--- src/rtl/sdac_pkg.sv ---
`default_nettype none

package sdac_pkg;

  // field widths
  localparam int OP_BITS       = 2;
  localparam int FREQ_BITS     = 28;
  localparam int ADC_BITS      = 12;
  localparam int GEN_WORD_BITS = 16;
  localparam int CMD_BITS      = 4;
  localparam int HALF_BITS     = 8;
  localparam int COUNT_BITS    = 5;

  // operation codes carried in tuser
  localparam logic [OP_BITS-1:0] OP_TICK = 2'd0;
  localparam logic [OP_BITS-1:0] OP_FREQ = 2'd1;
  localparam logic [OP_BITS-1:0] OP_READ = 2'd2;

  // generator words
  localparam logic [GEN_WORD_BITS-1:0] GEN_CTRL_WORD = 16'h2100;
  localparam logic [GEN_WORD_BITS-1:0] GEN_FREQ_FLAG = 16'h4000;
  localparam int                       FREQ_HALF     = 14;

  // converter command: start, single-ended, channel, msb first
  localparam logic [CMD_BITS-1:0] ADC_CMD_BASE = 4'hD;

  localparam logic [HALF_BITS-1:0] HALF_RESET = 8'd5;

  // register map
  localparam logic [0:0] REG_HALF_PERIOD = 1'b0;

  // word k of a frequency load
  function automatic logic [GEN_WORD_BITS-1:0] gen_word(input logic [1:0] k,
                                                       input logic [FREQ_BITS-1:0] freq);
    logic [GEN_WORD_BITS-1:0] w;
    begin
      if (k == 2'd0) begin
        w = GEN_CTRL_WORD;
      end else if (k == 2'd1) begin
        w = {2'b00, freq[FREQ_HALF-1:0]} | GEN_FREQ_FLAG;
      end else begin
        w = {2'b00, freq[FREQ_BITS-1:FREQ_HALF]} | GEN_FREQ_FLAG;
      end
      return w;
    end
  endfunction

endpackage

`default_nettype wire

--- src/rtl/spi_dds_adc_controller.sv ---
`default_nettype none

// Serial master for a signal generator and a two-channel 12-bit converter. Each
// input word is a tick (tuser 0), a start command (1 frequency load, 2 converter
// read) or a no-op (3). A frequency load shifts out three 16-bit words MSB first
// under gen_select_n; a read sends four command bits under adc_select_n and then
// clocks in 12 data bits from miso. Every word yields one result word holding the
// line levels, the last sample and status flags. The block takes one word per
// clock while the result register is empty or being taken: a single registered
// pass updates the sequencer state and loads the output register, and a new word
// is taken while the previous result waits as long as the output side is ready.
// The serial clock runs at half_period_ticks tick words per half period (0 as 1).
module spi_dds_adc_controller (
  input  wire logic        clk,
  input  wire logic        rst,
  // apb configuration
  input  wire logic        psel,
  input  wire logic        penable,
  input  wire logic        pwrite,
  input  wire logic [0:0]  paddr,
  input  wire logic [31:0] pwdata,
  output logic      [31:0] prdata,
  output logic             pready,
  // input stream
  input  wire logic        s_axis_tvalid,
  output logic             s_axis_tready,
  // tune_word[27:0], channel[28], miso[29], zero fill[31:30]
  input  wire logic [31:0] s_axis_tdata,
  // op[1:0]
  input  wire logic [1:0]  s_axis_tuser,
  // result stream
  output logic             m_axis_tvalid,
  input  wire logic        m_axis_tready,
  // sclk[0], mosi[1], gen_select_n[2], adc_select_n[3], sample[15:4],
  // sample_valid[16], busy_res[17], rejected[18], zero fill[23:19]
  output logic      [23:0] m_axis_tdata
);

  localparam logic [3:0] PH_IDLE = 4'd0;
  localparam logic [3:0] PH_GEN  = 4'd1;
  localparam logic [3:0] PH_GAP  = 4'd2;
  localparam logic [3:0] PH_CMD  = 4'd3;
  localparam logic [3:0] PH_DATA = 4'd4;

  logic [sdac_pkg::HALF_BITS-1:0]     half_period_ticks;
  logic [3:0]                         phase, phase_next;
  logic [sdac_pkg::COUNT_BITS-1:0]    bit_count, bit_count_next;
  logic [1:0]                         word_index, word_index_next;
  logic [sdac_pkg::GEN_WORD_BITS-1:0] shift_out, shift_out_next;
  logic [sdac_pkg::ADC_BITS-1:0]      shift_in, shift_in_next;
  logic [sdac_pkg::HALF_BITS-1:0]     divider, divider_next;
  logic [sdac_pkg::FREQ_BITS-1:0]     held_freq, held_freq_next;
  logic                               held_channel, held_channel_next;
  logic                               sclk, sclk_next;
  logic                               mosi, mosi_next;
  logic                               gen_sel_n, gen_sel_n_next;
  logic                               adc_sel_n, adc_sel_n_next;
  logic [sdac_pkg::ADC_BITS-1:0]      last_sample, last_sample_next;

  logic                               accept;
  logic [sdac_pkg::OP_BITS-1:0]       in_op;
  logic [sdac_pkg::FREQ_BITS-1:0]     in_freq;
  logic                               in_channel;
  logic                               in_miso;
  logic [sdac_pkg::HALF_BITS-1:0]     hp;
  logic [sdac_pkg::GEN_WORD_BITS-1:0] next_word;
  logic [sdac_pkg::COUNT_BITS-1:0]    bc_inc;
  logic [sdac_pkg::COUNT_BITS-1:0]    nbits;
  logic                               valid_bit;
  logic                               rej_bit;
  logic                               cfg_write;

  // configuration port
  assign pready    = 1'b1;
  assign cfg_write = psel & penable & pwrite & pready;

  always_ff @(posedge clk) begin
    if (rst) begin
      half_period_ticks <= sdac_pkg::HALF_RESET;
    end else if (cfg_write && paddr == sdac_pkg::REG_HALF_PERIOD) begin
      half_period_ticks <= pwdata[sdac_pkg::HALF_BITS-1:0];
    end
  end

  always_comb begin
    prdata = 32'd0;
    if (paddr == sdac_pkg::REG_HALF_PERIOD) begin
      prdata = {{(32-sdac_pkg::HALF_BITS){1'b0}}, half_period_ticks};
    end
  end

  // stream handshake
  assign s_axis_tready = ~m_axis_tvalid | m_axis_tready;
  assign accept        = s_axis_tvalid & s_axis_tready;

  assign in_op      = s_axis_tuser;
  assign in_freq    = s_axis_tdata[27:0];
  assign in_channel = s_axis_tdata[28];
  assign in_miso    = s_axis_tdata[29];

  // zero half period acts as one
  assign hp        = (half_period_ticks == '0) ? 8'd1 : half_period_ticks;
  assign next_word = sdac_pkg::gen_word(word_index, held_freq);
  assign bc_inc    = bit_count + 5'd1;

  // bits in the current word
  always_comb begin
    case (phase)
      PH_GEN:  nbits = 5'(sdac_pkg::GEN_WORD_BITS);
      PH_CMD:  nbits = 5'(sdac_pkg::CMD_BITS);
      default: nbits = 5'(sdac_pkg::ADC_BITS);
    endcase
  end

  // sequencer step for one accepted word
  always_comb begin
    phase_next        = phase;
    bit_count_next    = bit_count;
    word_index_next   = word_index;
    shift_out_next    = shift_out;
    shift_in_next     = shift_in;
    divider_next      = divider;
    held_freq_next    = held_freq;
    held_channel_next = held_channel;
    sclk_next         = sclk;
    mosi_next         = mosi;
    gen_sel_n_next    = gen_sel_n;
    adc_sel_n_next    = adc_sel_n;
    last_sample_next  = last_sample;
    valid_bit         = 1'b0;
    rej_bit           = 1'b0;

    if (accept) begin
      case (in_op)
        sdac_pkg::OP_FREQ, sdac_pkg::OP_READ: begin
          if (phase != PH_IDLE) begin
            rej_bit = 1'b1;
          end else if (in_op == sdac_pkg::OP_FREQ) begin
            held_freq_next  = in_freq;
            word_index_next = 2'd0;
            divider_next    = '0;
            shift_out_next  = sdac_pkg::GEN_CTRL_WORD;
            gen_sel_n_next  = 1'b0;
            sclk_next       = 1'b0;
            bit_count_next  = '0;
            mosi_next       = sdac_pkg::GEN_CTRL_WORD[sdac_pkg::GEN_WORD_BITS-1];
            phase_next      = PH_GEN;
          end else begin
            held_channel_next = in_channel;
            shift_out_next    = {12'd0, sdac_pkg::ADC_CMD_BASE | {2'b00, in_channel, 1'b0}};
            adc_sel_n_next    = 1'b0;
            sclk_next         = 1'b0;
            bit_count_next    = '0;
            divider_next      = '0;
            mosi_next         = sdac_pkg::ADC_CMD_BASE[sdac_pkg::CMD_BITS-1];
            phase_next        = PH_CMD;
          end
        end
        sdac_pkg::OP_TICK: begin
          if (phase != PH_IDLE) begin
            if ({1'b0, divider} + 9'd1 < {1'b0, hp}) begin
              divider_next = divider + 8'd1;
            end else begin
              divider_next = '0;
              if (phase == PH_GAP) begin
                // start the next generator word
                shift_out_next = next_word;
                gen_sel_n_next = 1'b0;
                sclk_next      = 1'b0;
                bit_count_next = '0;
                mosi_next      = next_word[sdac_pkg::GEN_WORD_BITS-1];
                phase_next     = PH_GEN;
              end else if (!sclk) begin
                // rising edge, sample during data bits
                sclk_next = 1'b1;
                if (phase == PH_DATA) begin
                  shift_in_next = {shift_in[sdac_pkg::ADC_BITS-2:0], in_miso};
                end
              end else begin
                // falling edge, move to next bit
                sclk_next      = 1'b0;
                bit_count_next = bc_inc;
                if (bc_inc < nbits) begin
                  if (phase == PH_GEN) begin
                    mosi_next = shift_out[4'(5'(sdac_pkg::GEN_WORD_BITS - 1) - bc_inc)];
                  end else if (phase == PH_CMD) begin
                    mosi_next = shift_out[2'(5'(sdac_pkg::CMD_BITS - 1) - bc_inc)];
                  end
                end else begin
                  case (phase)
                    PH_GEN: begin
                      gen_sel_n_next  = 1'b1;
                      word_index_next = word_index + 2'd1;
                      phase_next      = (word_index == 2'd2) ? PH_IDLE : PH_GAP;
                    end
                    PH_CMD: begin
                      phase_next     = PH_DATA;
                      bit_count_next = '0;
                      shift_in_next  = '0;
                    end
                    default: begin
                      adc_sel_n_next   = 1'b1;
                      last_sample_next = shift_in;
                      phase_next       = PH_IDLE;
                      valid_bit        = 1'b1;
                    end
                  endcase
                end
              end
            end
          end
        end
        default: begin
        end
      endcase
    end
  end

  // sequencer state
  always_ff @(posedge clk) begin
    if (rst) begin
      phase        <= PH_IDLE;
      bit_count    <= '0;
      word_index   <= '0;
      shift_out    <= '0;
      shift_in     <= '0;
      divider      <= '0;
      held_freq    <= '0;
      held_channel <= 1'b0;
      sclk         <= 1'b0;
      mosi         <= 1'b0;
      gen_sel_n    <= 1'b1;
      adc_sel_n    <= 1'b1;
      last_sample  <= '0;
    end else begin
      phase        <= phase_next;
      bit_count    <= bit_count_next;
      word_index   <= word_index_next;
      shift_out    <= shift_out_next;
      shift_in     <= shift_in_next;
      divider      <= divider_next;
      held_freq    <= held_freq_next;
      held_channel <= held_channel_next;
      sclk         <= sclk_next;
      mosi         <= mosi_next;
      gen_sel_n    <= gen_sel_n_next;
      adc_sel_n    <= adc_sel_n_next;
      last_sample  <= last_sample_next;
    end
  end

  // result register
  always_ff @(posedge clk) begin
    if (rst) begin
      m_axis_tvalid <= 1'b0;
    end else if (accept) begin
      m_axis_tvalid <= 1'b1;
    end else if (m_axis_tready) begin
      m_axis_tvalid <= 1'b0;
    end
  end

  always_ff @(posedge clk) begin
    if (accept) begin
      m_axis_tdata <= {5'd0, rej_bit, (phase_next != PH_IDLE), valid_bit,
                       last_sample_next, adc_sel_n_next, gen_sel_n_next,
                       mosi_next, sclk_next};
    end
  end

endmodule

`default_nettype wire

--- config.mk ---
export PLATFORM = sky130hd
export DESIGN_NAME = spi_dds_adc_controller
export DESIGN_NICKNAME = d
export VERILOG_FILES = /design/src/rtl/sdac_pkg.sv /design/src/rtl/spi_dds_adc_controller.sv
export SDC_FILE = /design/constraint.sdc
export NUM_CORES = 1
export LEC_CHECK = 0
export ABC_AREA = 1
export CAP_MARGIN = 5
export CORE_ASPECT_RATIO = 0.75
export CORE_MARGIN = 5
export CORE_UTILIZATION = 60
export CTS_BUF_LIST = sky130_fd_sc_hd__clkbuf_8
export CTS_CLUSTER_DIAMETER = 150
export DETAILED_ROUTE_END_ITERATION = 10
export DONT_BUFFER_PORTS = 1
export HOLD_SLACK_MARGIN = 0.08
export PLACE_DENSITY = 0.76
export SLEW_MARGIN = 15
export SYNTH_ARGS = -nofsm -noshare
export SYNTH_HDL_FRONTEND = slang
export SYNTH_SLANG_ARGS = --single-unit
--- constraint.sdc ---
create_clock -name clk -period 5.4 [get_ports clk]
set_input_delay 0.27 -clock clk [delete_from_list [all_inputs] [get_ports clk]]
set_output_delay 0.27 -clock clk [all_outputs]
set_load 0.05 [all_outputs]
==> flow_summary_export.csv, run 1 <==
group,metric,value,unit
status,status,"completed",
critical_path,max_stage_delay,0.76,ns
critical_path,critPathCaptureType,"register",
synth,syn_area_per_cell,7.26,um^2
critical_path,worst-endpoint-arrival,3.92,ns
layout,drive_above_1_share,8.29,%
routing,wirelength,13900,um
sta,finClkSkew,0.00865,ns
layout,final_common_cell,"nor2_1",
synth,ys_types,46,
sta,hold_slack,0.103,ns
cts,clockRootBuffer,"clkbuf_8",
global_routing,grt_pass1_wl,23000,um
cts,htree_levels,4,
sta,max_slew_margin,25.6,%
critical_path,worst-endpoint-required,5.76,ns
floorplan,core_area,9770,um^2
cts,ctsResizeCount,0,
sta,tightest_slew,1.11,ns
global_routing,antenna_found_initial,0,
cts,cts_buffer_depth,2,
synth,synthArstFlopShare,0,%
hold_path,hold_path_class,"input port to register",
sta,setup_violations,0,
sta,fin_ws,1.84,ns
critical_path,critPathLaunchType,"register",
critical_path,worst-setup-path-type,"register to register",
layout,layout_common_cells,"151 x nor2_1, 148 x nand2_1, 99 x dfxtp_1, 85 x inv_1, 56 x o21ai_0",
global_routing,grt_pass1_vias,4839,
routing,wl_per_cell,13.8,um
critical_path,crit_buf_inv,2,
floorplan,dieArea,12200,um^2
cts,cts.clk_slew.worst_paths,0.07,ns
routing,num_vias,5224,
cts,cts_tree,"done",
floorplan,initial_core_util,62.0,%
global_routing,grt_usage,22.8,%
run,cap_violations,0,
cts,clock_latency,0.44,ns
routing,drtAntennaViolNets,0,
layout,num_antenna_cells,0,
power_and_ir_drop,leakage,0.00301,uW
placement,post-place-ws,1.89,ns
floorplan,die_y,97.0,um
synth,yosys_register_bits,118,
cts,postCtsSetupBuffers,0,
sta,fin_crit,3.56,ns
layout,fin_nets,949,
layout,nFillCells,793,
sta,tns,0,ns
routing,drt_iter0_markers,561,
cts,cts_made_buffers,17,
placement,dpl.hpwl,9360,um
sta,drv_slew,0,
cts,clkSinkCount,118,
routing,drc_errors,0,
sta,fmax,281,MHz
global_routing,grt_max_degree,54,
critical_path,slowest_stage,"inv_1",
floorplan,die_w,126,um
synth,synth_ff_type,"dfxtp_1",
floorplan,num_rows,31,
global_routing,grt.overflow.total,0,
floorplan,num_io_pins,133,
sta,hold_viol_final,0,
sta,period_share,65.9,%
placement,io_buffers,0,
cts,hold_buffers,37,
synth,synth_edf_count,19,
routing,vias_per_cell,5.22,
placement,gp_congestion,0.908,
synth,ys_warn_count,0,
synth,synth_cells,835,
critical_path,cpLargestDelayFamily,"simple AND/OR/NAND/NOR gates",
routing,drt-pass1-iter-count,6,
power_and_ir_drop,power_density,322,nW/um^2
critical_path,crit_path_max_fanout,23,
power_and_ir_drop,peakVddDrop,0.000213,V
sta,rsz0062_at_grt,"false",
synth,ys_seq_area_share,42.1,%
synth,syn_area,6060,um^2
layout,area_growth,12.1,%
critical_path,critical_path.cell_chain,"nand2_1 -> nand2_1 -> inv_1 -> nand3_1 -> inv_1 -> nor2_1 -> nor2_1",
[cell usage after synthesis (2+ instances only)]
cell      number  area share [%]
a21oi_1       46             3.8
buf_2          6            0.50
buf_4         31             3.8
buf_6          4            0.74
clkbuf_1      23             1.4
clkinv_1       2            0.12
conb_1         2            0.12
dfxtp_1       99              33
edfxtp_1      19             9.4
ha_1          19             3.9
inv_1         85             5.3
inv_2         10            0.62
nand2_1      148             9.2
nand2_2        2            0.21
nand2_4        3            0.56
nand3_1       51             4.2
nand3_2        2            0.33
nand3_4        2            0.58
nor2_1       151             9.4
nor2_2         5            0.52
nor2_4         3            0.56
nor3_1         2            0.17
nor4_1         8            0.83
o211ai_1       4            0.50
o21ai_0       56             4.6
o21ai_1       21             1.7
o21ai_2        5            0.72
or2_2          2            0.21
xor2_1         7             1.0
[final cells by class]
type / instances / area [um^2] / area share [%]
sequential: 118 / 2550 / 37.6
clock inverter: 10 / 165 / 2.43
clock buffer: 22 / 303 / 4.46
inverter: 98 / 370 / 5.45
timing repair buffer: 38 / 388 / 5.71
tap: 132 / 165 / 2.43
multi-input combinational: 583 / 2850 / 41.9
[worst min-delay path, stage by stage]
cell and delay, ns:
inv_1 0.04, nor2_1 0.04, o21ai_1 0.11, nor2_1 0.04
[where the power goes]
part / leakage [uW] / switching (uW) / total (uW) / internal (uW)
sequential: 0.000992 / 52.7 / 981 / 928
combinational: 0.00179 / 201 / 279 / 78.7
clock: 0.000224 / 364 / 931 / 566
[cells by family after synthesis]
logic type	synth area share, %
AOI/OAI and AO/OA	12.5
adders and majority gates	3.92
xor gates and xnor gates	1.16
and+or+nand+nor	27.5
DFF	42.1
buffers and inverters	12.6
other	0.124
[metal layers]
layer  global-route usage (%)  vias up  part of all wire [%]
met2                     35.0      210                    44
met3                     6.33       25                   7.4
met1                     31.3     2345                    47
li1                         -     2644                     -
met4                     6.84        0                   1.5
met5                        0        -                     0
[registers in the layout, summed over array words and instances, names as in the netlist]
signal / flops
adc_sel_n: 1
half_period_ticks: 8
word_index: 2
shift_out: 15
held_freq: 28
last_sample: 12
sclk: 1
mosi: 1
m_axis_tdata: 19
phase: 4
divider: 8
m_axis_tvalid: 1
shift_in: 12
bit_count: 5
gen_sel_n: 1
[path summary, 6_finish.rpt]
| path | start | endpoint | slack (ns) | cells past startpoint |
|---|---|---|---|---|
| max reg2reg | m_axis_tvalid$_SDFFE_PP0P_ | held_freq[23]$_SDFFE_PP0P_ | 1.84 | 7 |
| min | s_axis_tdata[29] | shift_in[0]$_SDFFE_PP0P_ | 0.10 | 4 |
| max | m_axis_tvalid$_SDFFE_PP0P_ | held_freq[23]$_SDFFE_PP0P_ | 1.84 | 7 |
| min reg2reg | held_freq[14]$_SDFFE_PP0P_ | held_freq[14]$_SDFFE_PP0P_ | 0.45 | 2 |
[per-stage QoR]
step | util, % | cells | total power [uW] | instance area (um^2)
floorplan | - | 863 | 1230 | 6170
global placement | 60.8 | 932 | 1240 | 5940
detailed placement | 60.8 | 932 | 1250 | 5940
CTS | 69.5 | 1001 | 2200 | 6790
global route | 69.5 | 1001 | 2280 | 6790
finish | 69.5 | 1001 | 2190 | 6790
(Power assumes the default switching activity.)
==> inputs of run 2 (changes only) <==
==> constraint.sdc (replaced) <==
create_clock -name clk -period 3.4 [get_ports clk]
set_input_delay 0.17 -clock clk [delete_from_list [all_inputs] [get_ports clk]]
set_output_delay 0.17 -clock clk [all_outputs]
set_load 0.05 [all_outputs]
==> run 2 against run 1 <==
  * Power is 54% higher
  * Non-clock buffer count is 10 higher
  * Critical path depth is 12 higher
  * Final area is 0.81% higher
  * Sequential share of layout area is 0.27 points lower
  * Flip-flop and latch count stayed put
  * Clock-buffer cell count is 5 lower
  * Critical path type unchanged
  * Utilization is 0.56 points higher
  * Clock power is 46% higher
  * Largest cell class unchanged
  * Global-route usage is 0.28 points higher
==> flow_summary_export.csv, run 2 (synthesis results as in run 1) <==
group,metric,value,unit
status,status,"completed",
power_and_ir_drop,peakVddDrop,0.000297,V
power_and_ir_drop,swShare,29.0,%
global_routing,grt_pass1_vias,4972,
sta,tns,0,ns
layout,utilization,70.1,%
sta,rsz0062_at_grt,"false",
critical_path,crit_top_cell,"nand3_1",
floorplan,num_io_pins,133,
layout,largest_reg_flops,28,
power_and_ir_drop,p_switching,980,uW
floorplan,initial_core_util,62.0,%
layout,num_antenna_cells,0,
routing,num_vias,5342,
layout,multiInputGateArea,2860,um^2
sta,fin_ws,0.201,ns
layout,area_growth,13.0,%
run,cap_violations,0,
cts,cts_made_buffers,17,
cts,clkSinkCount,118,
critical_path,slowest_stage,"dlygate4sd3_1",
sta,max_slew_margin,25.4,%
sta,hold_viol_final,0,
layout,layout_common_cells,"151 x nor2_1, 147 x nand2_1, 97 x dfxtp_1, 86 x inv_1, 56 x o21ai_0",
placement,gp_congestion,0.920,
routing,drt-pass1-iter-count,5,
layout,regArea,2550,um^2
critical_path,cpLargestDelayFamily,"simple AND/OR/NAND/NOR gates",
layout,drive_above_1_share,8.76,%
layout,largest_register,"held_freq",
global_routing,grt_usage,23.1,%
critical_path,crit_buf_inv,4,
layout,final_common_cell,"nor2_1",
layout,fin_nets,959,
sta,drv_slew,0,
layout,biggestRegsByFlops,"held_freq x28, m_axis_tdata x19, shift_out x15",
layout,nFillCells,754,
placement,dpl.hpwl,9290,um
power_and_ir_drop,leakage,0.00304,uW
global_routing,grt_max_degree,54,
critical_path,critPathCaptureType,"register",
power_and_ir_drop,seqPwrFrac,46.1,%
critical_path,crit_path_max_fanout,15,
cts,cts.clk_slew.worst_paths,0.07,ns
placement,io_buffers,0,
global_routing,grt.overflow.total,0,
floorplan,die_w,126,um
routing,drc_errors,0,
cts,cts_buffer_depth,2,
cts,clockRootBuffer,"clkbuf_8",
cts,cts_tree,"done",
cts,clock_latency,0.44,ns
routing,drt_iter0_markers,514,
critical_path,worst-setup-path-type,"register to register",
critical_path,worst-endpoint-required,3.74,ns
floorplan,core_area,9770,um^2
routing,drtAntennaViolNets,0,
placement,post-place-ws,0.425,ns
sta,period_share,94.1,%
floorplan,num_rows,31,
power_and_ir_drop,p_total,3370,uW
sta,setup_violations,0,
global_routing,grt_pass1_wl,23200,um
power_and_ir_drop,internal-power,2390,uW
sta,fmax,313,MHz
sta,finClkSkew,0.00835,ns
power_and_ir_drop,power_frac_comb,13.7,%
routing,wl_per_cell,13.9,um
floorplan,die_y,97.0,um
cts,htree_levels,4,
hold_path,hold_path_class,"input port to register",
critical_path,critPathLaunchType,"register",
global_routing,antenna_found_initial,0,
sta,fin_crit,3.20,ns
critical_path,worst-endpoint-arrival,3.53,ns
power_and_ir_drop,power.clock.fraction,40.3,%
routing,wirelength,14000,um
routing,vias_per_cell,5.28,
critical_path,max_stage_delay,0.56,ns
power_and_ir_drop,power_density,493,nW/um^2
sta,tightest_slew,1.11,ns
critical_path,critical_path.cell_chain,"ha_1 -> nand2_1 -> nor2_4 -> nand3_1 -> xor2_1 -> inv_1 -> ha_1 -> a21o_1 -> nand3_1 -> nand2_1 -> nor2_2 -> nand2_4 -> inv_4 -> nand2_4 -> nand2_2 -> clkinv_4 -> nand3_1 -> a21oi_1 -> dlygate4sd3_1",
floorplan,dieArea,12200,um^2
[run 2: cell types whose count changed in the layout (fill, tap and decap cells not counted), moves of 2 or more]
cell,previous run,this run
dfxtp_1,99,97
clkinv_1,2,4
clkinv_4,0,2
buf_4,1,6
dlygate4sd3_1,36,41
clkinv_2,0,3
clkbuf_8,22,17
dfxtp_2,0,2
[run 2: stage by stage]
| stage | instances | cell area (um^2) | hold slack, ns |
|---|---|---|---|
| 3_5_place_dp | 936 | 5970 | 0.249 |
| 2_1_floorplan | 863 | 6170 | 0.300 |
| 3_3_place_gp | 936 | 5970 | 0.246 |
| 4_1_cts | 1010 | 6830 | 0.0843 |
| 6_report | 1011 | 6850 | 0.118 |
| 5_1_grt | 1011 | 6850 | 0.118 |
[run 2: what timing repair did]
item	4_1_cts	5_1_grt
endpoints found under the setup margin	0	1
resized for setup	0	6
setup buffers	0	1
endpoints found under the hold margin	90	0
hold buffers	42	0
[run 2: layout make-up]
| class | count | area share [%] |
|---|---|---|
| Multi-Input combinational cell | 583 | 41.7 |
| Sequential cell | 118 | 37.3 |
| Timing Repair Buffer | 48 | 6.94 |
| Inverter | 98 | 5.48 |
| Clock buffer | 17 | 3.42 |
| Clock inverter | 15 | 2.72 |
| Tap cell | 132 | 2.41 |
[run 2: path summary, 6_finish.rpt]
kind                                    from  depth (start not counted)                                end  slack [ns]
hold / removal                          psel                          2  half_period_ticks[2]$_SDFFE_PP1P_        0.12
hold reg to reg   held_freq[14]$_SDFFE_PP0P_                          2         held_freq[14]$_SDFFE_PP0P_        0.45
setup reg to reg     divider[0]$_SDFFE_PP0P_                         19          shift_out[2]$_SDFFE_PP0P_        0.20
setup / recovery     divider[0]$_SDFFE_PP0P_                         19          shift_out[2]$_SDFFE_PP0P_        0.20
[run 2: power by group through the flow]
stage	combinational, uW	clock (uW)	sequential, uW
finish	461	1360	1550
global route	509	1440	1560
CTS	446	1370	1550
detailed placement	396	0	1580
global placement	386	0	1580
floorplan	371	0	1580
[run 2: per-layer routing]
metal | part of all wire [%] | wire (um) | track usage, %
met3 | 8.4 | 1180 | 6.22
met1 | 45 | 6330 | 31.1
met4 | 2.1 | 290 | 9.15
met2 | 44 | 6230 | 35.2
met5 | 0 | 0 | 0
